### src/hdl/tasf_pkg.sv
// ----------------------------------------------------------------------------
// Trail arrive steering force package
// Transaction types, register codes, datapath widths and chain lengths.
// ----------------------------------------------------------------------------
package tasf_pkg;

    // Input and result transactions.
    typedef struct packed {
        logic               target_present;
        logic signed [31:0] agent_x;
        logic signed [31:0] agent_y;
        logic signed [31:0] agent_vx;
        logic signed [31:0] agent_vy;
        logic signed [31:0] target_x;
        logic signed [31:0] target_y;
        logic signed [31:0] target_vx;
        logic signed [31:0] target_vy;
    } t_in_item;

    typedef struct packed {
        logic               success;
        logic signed [31:0] force_x;
        logic signed [31:0] force_y;
    } t_out_item;

    // Configuration registers.
    localparam int CFG_W     = 31;
    localparam int CFG_IDX_W = 2;

    typedef enum logic [CFG_IDX_W-1:0] {
        CFG_TRAIL_DISTANCE = 2'd0,
        CFG_SLOW_RADIUS    = 2'd1,
        CFG_MAX_SPEED      = 2'd2
    } t_cfg_idx;

    localparam logic [CFG_W-1:0] TRAIL_RST = 31'd0;
    localparam logic [CFG_W-1:0] SLOW_RST  = 31'd65536;
    localparam logic [CFG_W-1:0] SPEED_RST = 31'd65536;

    // Square root cell widths: 64-bit radicand, 32-bit root.
    localparam int SQ_IN_W  = 64;
    localparam int SQ_OUT_W = 32;
    localparam int SQ_REM_W = SQ_OUT_W + 4;

    // Width of a position difference.
    localparam int DIFF_W = 34;

    // Number of cells in each chain.
    localparam int SQ_STEPS  = SQ_OUT_W;
    localparam int OFF_STEPS = 31;
    localparam int SPD_STEPS = 31;
    localparam int DES_STEPS = 32;

    // Accept to result strobe, in clock cycles.
    localparam int LATENCY = 3 + SQ_STEPS + 1 + OFF_STEPS + 3 + SQ_STEPS + 1
                           + SPD_STEPS + 1 + DES_STEPS + 1;

    // Sideband carried beside the trail offset division.
    typedef struct packed {
        logic               present;
        logic               neg_x;
        logic               neg_y;
        logic               tmag_zero;
        logic signed [31:0] ax;
        logic signed [31:0] ay;
        logic signed [31:0] tx;
        logic signed [31:0] ty;
        logic signed [31:0] avx;
        logic signed [31:0] avy;
    } t_sb_off;

    // Sideband carried beside the distance square root.
    typedef struct packed {
        logic                     present;
        logic                     far;
        logic signed [31:0]       avx;
        logic signed [31:0]       avy;
        logic signed [DIFF_W-1:0] dx;
        logic signed [DIFF_W-1:0] dy;
    } t_sb_dist;

    // Sideband carried beside the speed division.
    typedef struct packed {
        logic                     present;
        logic                     in_slow;
        logic signed [31:0]       avx;
        logic signed [31:0]       avy;
        logic signed [DIFF_W-1:0] dx;
        logic signed [DIFF_W-1:0] dy;
        logic [DIFF_W-1:0]        dist_mag;
    } t_sb_spd;

    // Sideband carried beside the desired velocity division.
    typedef struct packed {
        logic               present;
        logic               dzero;
        logic               neg_x;
        logic               neg_y;
        logic signed [31:0] avx;
        logic signed [31:0] avy;
    } t_sb_des;

endpackage

### src/hdl/tasf_sqrt_cell.sv
// ----------------------------------------------------------------------------
// Square root cell
// One digit of a restoring integer square root; hands its state onward.
// ----------------------------------------------------------------------------
module tasf_sqrt_cell #(
    parameter int SB_W = 1
) (
    input  logic                          i_clk,
    input  logic                          i_rst_n,
    input  logic                          i_valid,
    input  logic [tasf_pkg::SQ_IN_W-1:0]  i_rad,
    input  logic [tasf_pkg::SQ_REM_W-1:0] i_rem,
    input  logic [tasf_pkg::SQ_OUT_W-1:0] i_root,
    input  logic [SB_W-1:0]               i_sb,
    output logic                          o_valid,
    output logic [tasf_pkg::SQ_IN_W-1:0]  o_rad,
    output logic [tasf_pkg::SQ_REM_W-1:0] o_rem,
    output logic [tasf_pkg::SQ_OUT_W-1:0] o_root,
    output logic [SB_W-1:0]               o_sb
);
    import tasf_pkg::*;

    logic                r_valid;
    logic [SQ_IN_W-1:0]  r_rad;
    logic [SQ_REM_W-1:0] r_rem;
    logic [SQ_OUT_W-1:0] r_root;
    logic [SB_W-1:0]     r_sb;

    logic [SQ_REM_W-1:0] n_acc;
    logic [SQ_REM_W-1:0] n_trial;
    logic [SQ_REM_W-1:0] n_diff;
    logic                n_ge;

    // Bring down the next two radicand bits and try the next root bit.
    assign n_acc   = {i_rem[SQ_REM_W-3:0], i_rad[SQ_IN_W-1 -: 2]};
    assign n_trial = {{(SQ_REM_W-SQ_OUT_W-2){1'b0}}, i_root, 2'b01};
    assign n_ge    = (n_acc >= n_trial);
    assign n_diff  = n_acc - n_trial;

    // Valid travels with reset; the payload does not need it.
    always_ff @(posedge i_clk) begin
        if (!i_rst_n) begin
            r_valid <= 1'b0;
        end else begin
            r_valid <= i_valid;
        end
    end

    always_ff @(posedge i_clk) begin
        r_rad  <= {i_rad[SQ_IN_W-3:0], 2'b00};
        r_rem  <= n_ge ? n_diff : n_acc;
        r_root <= {i_root[SQ_OUT_W-2:0], n_ge};
        r_sb   <= i_sb;
    end

    assign o_valid = r_valid;
    assign o_rad   = r_rad;
    assign o_rem   = r_rem;
    assign o_root  = r_root;
    assign o_sb    = r_sb;

endmodule

### config.mk
export PLATFORM = sky130hd
export DESIGN_NAME = tasf_sqrt_cell
export DESIGN_NICKNAME = d
export VERILOG_FILES = /design/src/hdl/tasf_pkg.sv /design/src/hdl/tasf_sqrt_cell.sv
export SDC_FILE = /design/constraint.sdc
export NUM_CORES = 1
export LEC_CHECK = 0
export BUFFER_PORTS_ARGS = -buffer_cell sky130_fd_sc_hd__buf_2
export CELL_PAD_IN_SITES_DETAIL_PLACEMENT = 2
export CELL_PAD_IN_SITES_GLOBAL_PLACEMENT = 2
export CORE_MARGIN = 2
export CORE_UTILIZATION = 25
export CTS_CLUSTER_DIAMETER = 120
export DETAILED_ROUTE_END_ITERATION = 6
export GPL_TIMING_DRIVEN = 0
export PLACE_DENSITY = 0.87
export RECOVER_POWER = 100
export SYNTH_ARGS = -nofsm -noshare
export SYNTH_HDL_FRONTEND = slang
export SYNTH_SLANG_ARGS = --single-unit
### constraint.sdc
create_clock -name i_clk -period 3.1 [get_ports i_clk]
set_clock_uncertainty 0.2 [all_clocks]
set_input_delay 0.62 -clock i_clk [delete_from_list [all_inputs] [get_ports i_clk]]
set_output_delay 0.62 -clock i_clk [all_outputs]
set_load 0.03 [all_outputs]
Word-level counts from Yosys, hierarchy flattened. Index checks and enable logic that the tools add are counted.

Bits in registers: 132. Input port bits: 136. Output and inout bits: 134.

$add $sub $neg: 1. Magnitude comparators: 1. Mux-type cells: 1.

Operators with widths (number): $ge 36x34->1 (1); $mux 36 (1); $sub 36x34->36 (1).

Longest topological paths before layout.
Depth in word-level cells: 2. Gate-level depth with buffers: 13.

Worst setup path before layout. No wires, ideal clock.

Path type: input port to flip-flop. Start point: in i_root[17] in the netlist's numbering. End point: reg r_rem[35] (netlist: o_rem[35]). Library setup time: 0.123 ns. Arrival time: 2.462 ns. Required time: 2.777 ns. Path slack: 0.315 ns. Stages on the path: 11. Buffers on the path: 1. Cells stage by stage: inv_1 > ha_1 > buf_6 > and4_1 > nand2_2 > o221ai_2 > nor3_2 > o2111ai_1 > a311oi_2 > o21ai_1 > mux2_1.

Cells in the longest elaborated chain, start to end: 2.

Ends and longest elaborated chain: start: declaration (line tasf_sqrt_cell.sv:13) `input logic [tasf_pkg::SQ_OUT_W-1:0] i_root,`; $sub 36x34->36 or $ge 36x34->1 (tied branches) (line tasf_sqrt_cell.sv:38, tasf_sqrt_cell.sv:37); $mux 36 (*) (line tasf_sqrt_cell.sv:51) `r_rem <= n_ge ? n_diff : n_acc;`; end signal: assignment (line tasf_sqrt_cell.sv:51); end: declaration (line tasf_sqrt_cell.sv:25) `logic [SQ_REM_W-1:0] r_rem;`.

Every way passes the cells marked *; elsewhere a longest branch is shown, timed or not. A chain may end at the register's enable or synchronous reset.

Final worst setup path.
Start point: in i_root[24] in the netlist's numbering. End point: reg r_rem[35] (netlist: o_rem[35]).

Same word-level chain as after synthesis.

==> out/metrics.csv <==
metric;value;unit
total_leakage_power;0.00321;uW
switching_share;0.349;
final_common_cell;clkbuf_1;
setup_ws;0.107;ns
crit_fanout;9;
period_needed;2.99;ns
final_layout_size_suffix_gt1_frac;0.217;
core_area;20400;um^2
layout.cells.non_filler;1113;
clkTransAtPathRegs;0.07;ns
clkPwrFrac;0.390;
antenna_found_initial;2;
area_delta_synth_final;39.1;%
fin_nets;1000;
fmax;334;MHz
clockRootBuffer;clkbuf_16;
period_share;0.965;
seq_area_frac_synth;0.504;
drt_iter0_drc;155;
firstDrtPassIters;4;
port-buffer-count;265;
clock-sinks;132;
grt_pass1_vias;5579;
dieArea;22200;um^2
grt_max_degree;17;
start_kind;input port;
preCtsSetupSlack;-0.282;ns
dieHeight;149;um
rows;52;
crit_type;input port to flip-flop;
route.detailed.drc;0;
vias_per_cell;4.56;
cts_tree;yes;
most-common-layout-cells;clkbuf_1 (156), dfxtp_1 (132), buf_2 (124);
hpwlAfterDp;16.5;mm
drv_cap;0;
syn_avg_cell_area;9.62;um^2
yosys.cell_types.count;58;
whs;0.0875;ns
comb_power_share;0.237;
htreeDepth;4;
p_switching;1800;uW
critPathRequiredTime;3.20;ns
wl_per_cell;18.8;um
rsz0062_at_grt;false;
finalHoldViolCount;0;
ios;270;
gp_congestion;0.787;
wirelength;20.9;mm
grt_pass1_wl;31.3;mm
clockBufferDepth;2;
setup_viol;0;
synth_cells;545;
worstPathArrival;3.10;ns
postCtsHoldBufs;0;
drv_slew;0;
tightest_slew;0.570;ns
synth-async-reset-ratio;0;
vias;5076;
worst_ir_drop_vdd;0.000335;V
powerDensity;707;nW/um^2
status;complete, no violations;
cts_buffers;17;
max_slew_margin;0.614;
hp-class;input port to flip-flop;
synth_area;5250;um^2
pwr-share-seq;0.374;
ant_nets;0;
fp.dieW;149;um
placedCellCount;1081;
synth.ff_latch_count;132;
ys.flop_type;dfxtp_1;
cp-end-kind;flip-flop;
track_usage;0.186;
synth-edff-count;0;
grt_overflow;0;
p_int;3350;uW
n_antenna_cell;0;
yosysWarningCount;0;
start_util;0.257;
-- per-stage QoR --
stage                     cell area (um^2)  setup TNS (ns)  total power, uW  utilization
after global placement                6910           -5.41             3190        0.338
after CTS                             7480               0             5270        0.366
after floorplan                       5250               0             2770            -
after global routing                  7290               0             5400        0.357
after detailed placement              6910           -6.48             3230        0.338
final                                 7290               0             5160        0.357
-- final cells by class --
class                      instances  area (um^2)
clock buffer                      18          429
timing repair buffer             265         1140
multi-input combinational        347         2290
inverter                          43          161
sequential                       132         2640
buffer                            24          149
fill                            2402        13100
clock inverter                    14          143
tap                              270          338
-- worst max-delay path: stages --
cell and delay, ns:
buf_2 0.10, inv_1 0.05, ha_1 0.26, buf_4 0.17, a21oi_1 0.21, o21ai_0 0.26
nor3_2 0.26, o2111ai_1 0.24, a311oi_2 0.44, o21ai_1 0.15, mux2_1 0.34
-- routing by layer --
metal / up-vias / track usage / part of all wire
met3: 24 / 0.0514 / 0.060
met2: 164 / 0.368 / 0.55
met5: - / 0 / 0.0015
li1: 2440 / - / -
met1: 2444 / 0.188 / 0.37
met4: 4 / 0.0557 / 0.012
-- power groups by stage --
stage	clock network (uW)	logic, uW	registers [uW]
final	2010	1220	1930
after global routing	2140	1320	1940
after CTS	2050	1290	1920
after detailed placement	0	1270	1960
after global placement	0	1240	1950
after floorplan	0	452	2320
-- sequential cells by signal, indices dropped and copies added, names as in the netlist --
signal,cells
o_root,32
o_rem,36
o_valid,1
o_rad,62
o_sb,1
-- worst paths after layout --
path	from	to	cells after the start
worst min-delay path	i_rad[47]	o_rad[49]$_DFF_P_	1
worst max-delay path	i_root[24]	o_rem[35]$_DFF_P_	11
-- synth_stat cells, drive strengths merged, types with 2 or more instances --
master,count,share of area
o211ai,5,0.0081
a21o,7,0.010
and2,3,0.0036
a21oi,36,0.035
nand2b,6,0.0072
o2111ai,2,0.0033
and3,4,0.0048
dfxtp,132,0.50
buf,18,0.024
a31oi,4,0.0060
o21a,5,0.0074
ha,34,0.081
nand4,14,0.019
o21ai,58,0.055
nor3,13,0.016
nor2b,3,0.0036
a21boi,2,0.0029
nor2,16,0.011
nand3,7,0.0076
xor2,15,0.025
a221oi,2,0.0057
clkbuf,6,0.0043
nand2,66,0.049
a211oi,2,0.0029
o21bai,5,0.0072
o31ai,2,0.0029
inv,43,0.031
xnor2,17,0.028
nor4,2,0.0064
-- timing repair --
action | CTS | global route
resized for setup | 0 | 1
endpoints found under the setup margin | 0 | 4
buffers inserted | 0 | 0
hold endpoints to repair | 0 | 0
-- cell families (layout without fill, tap and decap cells) --
kind of cell | Yosys count | count (layout) | synth area share
fa+ha+maj | 34 | 34 | 0.0811
other cells | 1 | 2 | 0.000715
mux | 1 | 1 | 0.00215
compound gates | 141 | 141 | 0.167
buf+inv | 67 | 364 | 0.0592
simple gates | 137 | 137 | 0.132
flops | 132 | 132 | 0.504
xor+xnor | 32 | 32 | 0.0534
Note: power is estimated with default switching activity, not from simulation.
