$ cat config.mk
export PLATFORM = sky130hd
export DESIGN_NAME = tasf_div_cell
export DESIGN_NICKNAME = d
export VERILOG_FILES = /design/src/hdl/tasf_pkg.sv /design/src/hdl/tasf_div_cell.sv
export SDC_FILE = /design/constraint.sdc
export NUM_CORES = 1
export LEC_CHECK = 0
export BUFFER_PORTS_ARGS = -buffer_cell sky130_fd_sc_hd__buf_2
export CAP_MARGIN = 25
export CORE_MARGIN = 3
export CORE_UTILIZATION = 35
export DETAILED_ROUTE_END_ITERATION = 16
export PLACE_DENSITY_LB_ADDON = 0.2
export REMOVE_ABC_BUFFERS = 1
export SYNTH_ARGS = -nofsm -noshare
export SYNTH_HDL_FRONTEND = slang
export SYNTH_SLANG_ARGS = --single-unit
$ cat constraint.sdc
create_clock -name i_clk -period 4.1 [get_ports i_clk]
set_clock_uncertainty 0.2 [all_clocks]
set_input_delay 0.41 -clock i_clk [delete_from_list [all_inputs] [get_ports i_clk]]
set_output_delay 0.41 -clock i_clk [all_outputs]
set_load 0.005 [all_outputs]
$ cat src/hdl/tasf_pkg.sv
// ----------------------------------------------------------------------------
// Trail arrive steering force package
// Transaction types, register codes, datapath widths and chain lengths.
// ----------------------------------------------------------------------------
package tasf_pkg;

    // Input and result transactions.
    typedef struct packed {
        logic               target_present;
        logic signed [31:0] agent_x;
        logic signed [31:0] agent_y;
        logic signed [31:0] agent_vx;
        logic signed [31:0] agent_vy;
        logic signed [31:0] target_x;
        logic signed [31:0] target_y;
        logic signed [31:0] target_vx;
        logic signed [31:0] target_vy;
    } t_in_item;

    typedef struct packed {
        logic               success;
        logic signed [31:0] force_x;
        logic signed [31:0] force_y;
    } t_out_item;

    // Configuration registers.
    localparam int CFG_W     = 31;
    localparam int CFG_IDX_W = 2;

    typedef enum logic [CFG_IDX_W-1:0] {
        CFG_TRAIL_DISTANCE = 2'd0,
        CFG_SLOW_RADIUS    = 2'd1,
        CFG_MAX_SPEED      = 2'd2
    } t_cfg_idx;

    localparam logic [CFG_W-1:0] TRAIL_RST = 31'd0;
    localparam logic [CFG_W-1:0] SLOW_RST  = 31'd65536;
    localparam logic [CFG_W-1:0] SPEED_RST = 31'd65536;

    // Square root cell widths: 64-bit radicand, 32-bit root.
    localparam int SQ_IN_W  = 64;
    localparam int SQ_OUT_W = 32;
    localparam int SQ_REM_W = SQ_OUT_W + 4;

    // Width of a position difference.
    localparam int DIFF_W = 34;

    // Number of cells in each chain.
    localparam int SQ_STEPS  = SQ_OUT_W;
    localparam int OFF_STEPS = 31;
    localparam int SPD_STEPS = 31;
    localparam int DES_STEPS = 32;

    // Accept to result strobe, in clock cycles.
    localparam int LATENCY = 3 + SQ_STEPS + 1 + OFF_STEPS + 3 + SQ_STEPS + 1
                           + SPD_STEPS + 1 + DES_STEPS + 1;

    // Sideband carried beside the trail offset division.
    typedef struct packed {
        logic               present;
        logic               neg_x;
        logic               neg_y;
        logic               tmag_zero;
        logic signed [31:0] ax;
        logic signed [31:0] ay;
        logic signed [31:0] tx;
        logic signed [31:0] ty;
        logic signed [31:0] avx;
        logic signed [31:0] avy;
    } t_sb_off;

    // Sideband carried beside the distance square root.
    typedef struct packed {
        logic                     present;
        logic                     far;
        logic signed [31:0]       avx;
        logic signed [31:0]       avy;
        logic signed [DIFF_W-1:0] dx;
        logic signed [DIFF_W-1:0] dy;
    } t_sb_dist;

    // Sideband carried beside the speed division.
    typedef struct packed {
        logic                     present;
        logic                     in_slow;
        logic signed [31:0]       avx;
        logic signed [31:0]       avy;
        logic signed [DIFF_W-1:0] dx;
        logic signed [DIFF_W-1:0] dy;
        logic [DIFF_W-1:0]        dist_mag;
    } t_sb_spd;

    // Sideband carried beside the desired velocity division.
    typedef struct packed {
        logic               present;
        logic               dzero;
        logic               neg_x;
        logic               neg_y;
        logic signed [31:0] avx;
        logic signed [31:0] avy;
    } t_sb_des;

endpackage

$ cat src/hdl/tasf_div_cell.sv
// ----------------------------------------------------------------------------
// Divider cell
// One quotient bit of a restoring division for each lane, shared divisor.
// ----------------------------------------------------------------------------
module tasf_div_cell #(
    parameter int DW    = 32,
    parameter int QW    = 31,
    parameter int LANES = 2,
    parameter int SB_W  = 1
) (
    input  logic                       i_clk,
    input  logic                       i_rst_n,
    input  logic                       i_valid,
    input  logic [DW-1:0]              i_den,
    input  logic [LANES-1:0][DW-1:0]   i_rem,
    input  logic [LANES-1:0][QW-1:0]   i_quo,
    input  logic [SB_W-1:0]            i_sb,
    output logic                       o_valid,
    output logic [DW-1:0]              o_den,
    output logic [LANES-1:0][DW-1:0]   o_rem,
    output logic [LANES-1:0][QW-1:0]   o_quo,
    output logic [SB_W-1:0]            o_sb
);
    import tasf_pkg::*;

    logic                     r_valid;
    logic [DW-1:0]            r_den;
    logic [LANES-1:0][DW-1:0] r_rem;
    logic [LANES-1:0][QW-1:0] r_quo;
    logic [SB_W-1:0]          r_sb;

    logic [LANES-1:0][DW-1:0] n_rem;
    logic [LANES-1:0][QW-1:0] n_quo;

    // The quotient register holds the unused low numerator bits on top and
    // collects quotient bits from the bottom.
    always_comb begin
        logic [DW:0] acc;
        logic [DW:0] diff;
        logic        ge;
        for (int l = 0; l < LANES; l++) begin
            acc      = {i_rem[l], i_quo[l][QW-1]};
            diff     = acc - {1'b0, i_den};
            ge       = (acc >= {1'b0, i_den});
            n_rem[l] = ge ? diff[DW-1:0] : acc[DW-1:0];
            n_quo[l] = {i_quo[l][QW-2:0], ge};
        end
    end

    always_ff @(posedge i_clk) begin
        if (!i_rst_n) begin
            r_valid <= 1'b0;
        end else begin
            r_valid <= i_valid;
        end
    end

    always_ff @(posedge i_clk) begin
        r_den <= i_den;
        r_rem <= n_rem;
        r_quo <= n_quo;
        r_sb  <= i_sb;
    end

    assign o_valid = r_valid;
    assign o_den   = r_den;
    assign o_rem   = r_rem;
    assign o_quo   = r_quo;
    assign o_sb    = r_sb;

endmodule

### Word level (Yosys, flattened, before mapping)

Cells that the tools add are included.

| operators by class | value |
|---|---|
| add/subtract/negate cells | 2 |
| magnitude comparators | 2 |
| muxes and demuxes | 2 |

Operator list:

| kind | number |
|---|---|
| greater-or-equal comparator 33 x 32 -> 1 bit | 2 |
| two-way mux 32 bit | 2 |
| subtractor 32 bit | 2 |

| storage, ports and cells | value |
|---|---|
| bits in registers | 160 |
| bits of input ports | 162 |
| output and inout port bits | 160 |
| word-level logic and storage cells | 13 |

### Longest topological paths before layout

| depth | value |
|---|---|
| word-level depth | 2 |
| mapped depth | 13 |
| depth with buffers taken out | 11 |

### Worst setup path before layout

No wires, ideal clock.

| path | value |
|---|---|
| path type | input port to flip-flop |
| start point | in i_den[3] |
| end point | reg r_rem, in the netlist o_rem[25] |
| library setup time | 0.121 ns |
| data arrival time | 2.662 ns |
| required time | 3.779 ns |
| setup slack | 1.117 ns |
| stages on the path | 12 |
| buffers on the path | 2 |
| cells stage by stage | inv_1 > ha_1 > a21o_1 > a21oi_2 > a2111o_1 > nand3_2 > o211a_4 > o31ai_4 > and2_4 > buf_6 > buf_8 > mux2_4 |

RTL lines:

| element | RTL line | text |
|---|---|---|
| from (decl) | tasf_div_cell.sv:14 | `input logic [DW-1:0] i_den,` |
| to (signal assigned) | tasf_div_cell.sv:60 | `r_rem <= n_rem;` |
| to (decl) | tasf_div_cell.sv:28 | `logic [LANES-1:0][DW-1:0] r_rem;` |

==> impl_metrics.py <==
metrics = {
    "status": {
        "run_status": "finished clean",
    },
    "critical_path": {
        "cp_max_fo": 33,
        "worstSetupPathType": "in -> reg",
        "critPathLaunchType": "primary input",
        "cp-end-kind": "flop",
        "endpoint": "o_rem[2]$_DFF_P_",
        "critPathLaunch": "i_den[3]",
        "required_ns": 4.21,
        "worst_ep_arrival_time_ns": 3.80,
    },
    "flow_run": {
        "maxCapViolations": 0,
    },
    "global_route": {
        "grt_pass1_wl_mm": 39.0,
        "grt_overflow_total": 0,
        "grt_pass1_vias": 7277,
        "track_usage": 0.207,
        "grt_antenna_before_repair": 2,
        "grt_max_degree": 34,
    },
    "final_layout": {
        "diodes": 0,
        "drive_gt1_frac": 0.320,
        "areaGrowthSynthToFinish_pct": 46.4,
        "nNetsFinal": 1476,
        "fin_util": 0.530,
    },
    "yosys": {
        "yosysTopAreaCellShare": 0.414,
        "synth_xor_area_frac": 0.0577,
        "seq_area_frac_synth": 0.414,
        "synthMuxAreaShare": 0.0542,
        "yosysUniqueCellTypes": 67,
        "ys_async_sr_fraction": 0,
        "yosysWarnings": 0,
        "yosys.area_share.simple": 0.125,
        "synth_seq_cells": 160,
        "syn-cell-area_um2": 7730,
        "synth_top_cell_by_area": "dfxtp_1",
        "synthAdderAreaFrac": 0.109,
        "postSynthCellCount": 810,
        "synth_compound_area_frac": 0.193,
        "synthFlopType": "dfxtp_1",
        "synth.area.top_cells": "dfxtp_1, ha_1, mux2_4",
        "synth.avg_cell_area_um2": 9.55,
        "synth_top_family_by_area": "compound AO/OA/AOI/OAI gates",
        "synth_edf_count": 0,
    },
    "route": {
        "ant_nets": 0,
        "route.detailed.drc": 0,
        "num_vias": 7431,
        "avgRoutedWirePerCell_um": 16.9,
        "firstDrtPassIters": 4,
        "drt-total-wl_mm": 26.0,
        "routed_via_density": 4.84,
        "drtIter0Drc": 332,
    },
    "floorplan": {
        "initial_core_util": 0.362,
        "pin_count": 322,
        "dieArea_um2": 23900,
        "row_count": 53,
        "core_um2": 21400,
        "die_w_um": 155,
        "die_y_um": 155,
    },
    "placed_design": {
        "dp_hpwl_mm": 20.1,
        "gp_congestion": 0.906,
        "port-buffer-count": 321,
    },
    "sta": {
        "relSlewSlack": 0.585,
        "finalMaxSlewViolations": 0,
        "rsz0062_at_grt": "no",
        "fin_crit_ns": 3.69,
        "finalSetupViolations": 0,
        "fin_crit_sh": 0.901,
        "setup_tns_ns": 0,
        "worst_slew_pin_slew_ns": 0.622,
        "fin_hold_ws_ns": 0.0205,
        "max_freq_mhz": 271,
        "hold_viol": 0,
    },
    "cts": {
        "cts_tree": "done",
        "htree_levels": 4,
        "cts-root-buf": "clkbuf_16",
        "numCtsBuffers": 17,
        "cts_buffer_depth": 2,
        "cts_setup_buffers": 0,
        "cts_sinks": 160,
        "clk_pin_slew_ns": 0.06,
        "hold_buffers": 112,
        "cts_resized": 0,
    },
    "power": {
        "p_per_area_nw_per_um2": 410,
        "ir_worst_vdd_mv": 0.252,
        "p_leak_nw": 5.55,
    },
    "hold_path": {
        "min_path_type": "in -> reg",
    },
}
how the worst min path moves through the flow:
stage               cells past startpoint                end  slack [ns]       from
detailed placement                      1       o_sb$_DFF_P_        0.31       i_sb
CTS                                     2   o_rem[4]$_DFF_P_      0.0003   i_rem[3]
floorplan                               0   o_den[0]$_DFF_P_        0.24   i_den[0]
global placement                        1  o_quo[36]$_DFF_P_        0.31  i_quo[35]
finish                                  3  o_rem[49]$_DFF_P_        0.02  i_rem[48]
global route                            2   o_rem[4]$_DFF_P_       0.008   i_rem[3]
critical path: stages:
cell and delay (ns):
dlygate4sd3_1 0.53, buf_2 0.12, inv_1 0.07, ha_1 0.38, a21o_1 0.22, a21oi_2 0.17, a2111o_1 0.19, nand3_2 0.15
o211a_4 0.28, o31ai_4 0.27, and2_4 0.59, mux2_2 0.40
cell families after synthesis:
| logic type | Yosys count |
|---|---|
| buffers and inverters | 80 |
| and+or+nand+nor | 199 |
| muxes | 29 |
| adders and majority gates | 66 |
| AOI/OAI and AO/OA | 225 |
| xor gates and xnor gates | 51 |
| DFF | 160 |
layout by cell type, fill, tap and decap left out, drive strengths merged, types with 28 or more instances in the layout:
cell type / count
mux2: 28
inv: 69
nor2: 38
dfxtp: 160
o21ai: 56
ha: 64
buf: 326
a21oi: 61
a21o: 28
dlygate4sd3: 113
nand2: 69
routing by layer:
layer	wire (µm)	global-route usage
met1	11300	0.257
met2	12800	0.361
met3	1390	0.0378
met4	494	0.0681
met5	21	0
cell usage after synthesis (3+ instances only):
cell type / instances
and2_1: 5
ha_1: 64
xor2_1: 25
o21bai_1: 7
a21oi_1: 60
o211ai_1: 9
o31ai_1: 3
and3_1: 7
o21a_1: 7
inv_1: 59
a211oi_1: 12
nand2_1: 69
a21o_1: 28
dfxtp_1: 160
clkbuf_1: 7
nand2b_1: 10
nor4_1: 6
xnor2_1: 26
o21ai_0: 55
a31oi_1: 9
o221ai_1: 3
mux2_2: 3
nand3_1: 23
nor2b_1: 10
nor3_1: 11
mux2_4: 25
nand4_1: 10
nor2_1: 37
a41oi_1: 4
buf_2: 8
flip-flops by register name, summed over array words and instances, names as in the netlist:
| signal | count |
|---|---|
| o_den | 32 |
| o_quo | 62 |
| o_valid | 1 |
| o_rem | 64 |
| o_sb | 1 |
final cells by class:
type	count	area, µm²
tap	275	344
timing repair buffer	439	2780
multi-input combinational	570	4170
clock inverter	15	183
sequential	160	3200
clock buffer	17	425
inverter	60	225
fill	1981	10000
metrics by stage:
step	total power (W)	setup slack (ns)	cell area, µm²	instances
6_report	0.00464	0.408	11300	1536
5_1_grt	0.00488	0.269	11300	1536
4_1_cts	0.00471	0.405	11300	1535
3_5_place_dp	0.00296	0.505	9590	1391
3_3_place_gp	0.00295	0.568	9590	1391
2_1_floorplan	0.00249	0.739	7600	790
power by group:
part           total [W]  internal [W]  switching [W]  leakage [nW]
Combinational    0.00122      0.000604       0.000612          3.90
Clock            0.00163      0.000878       0.000750         0.298
Sequential       0.00179       0.00175      0.0000497          1.35
Total            0.00464       0.00323        0.00141          5.55
Power figures use the tool's default switching activity.
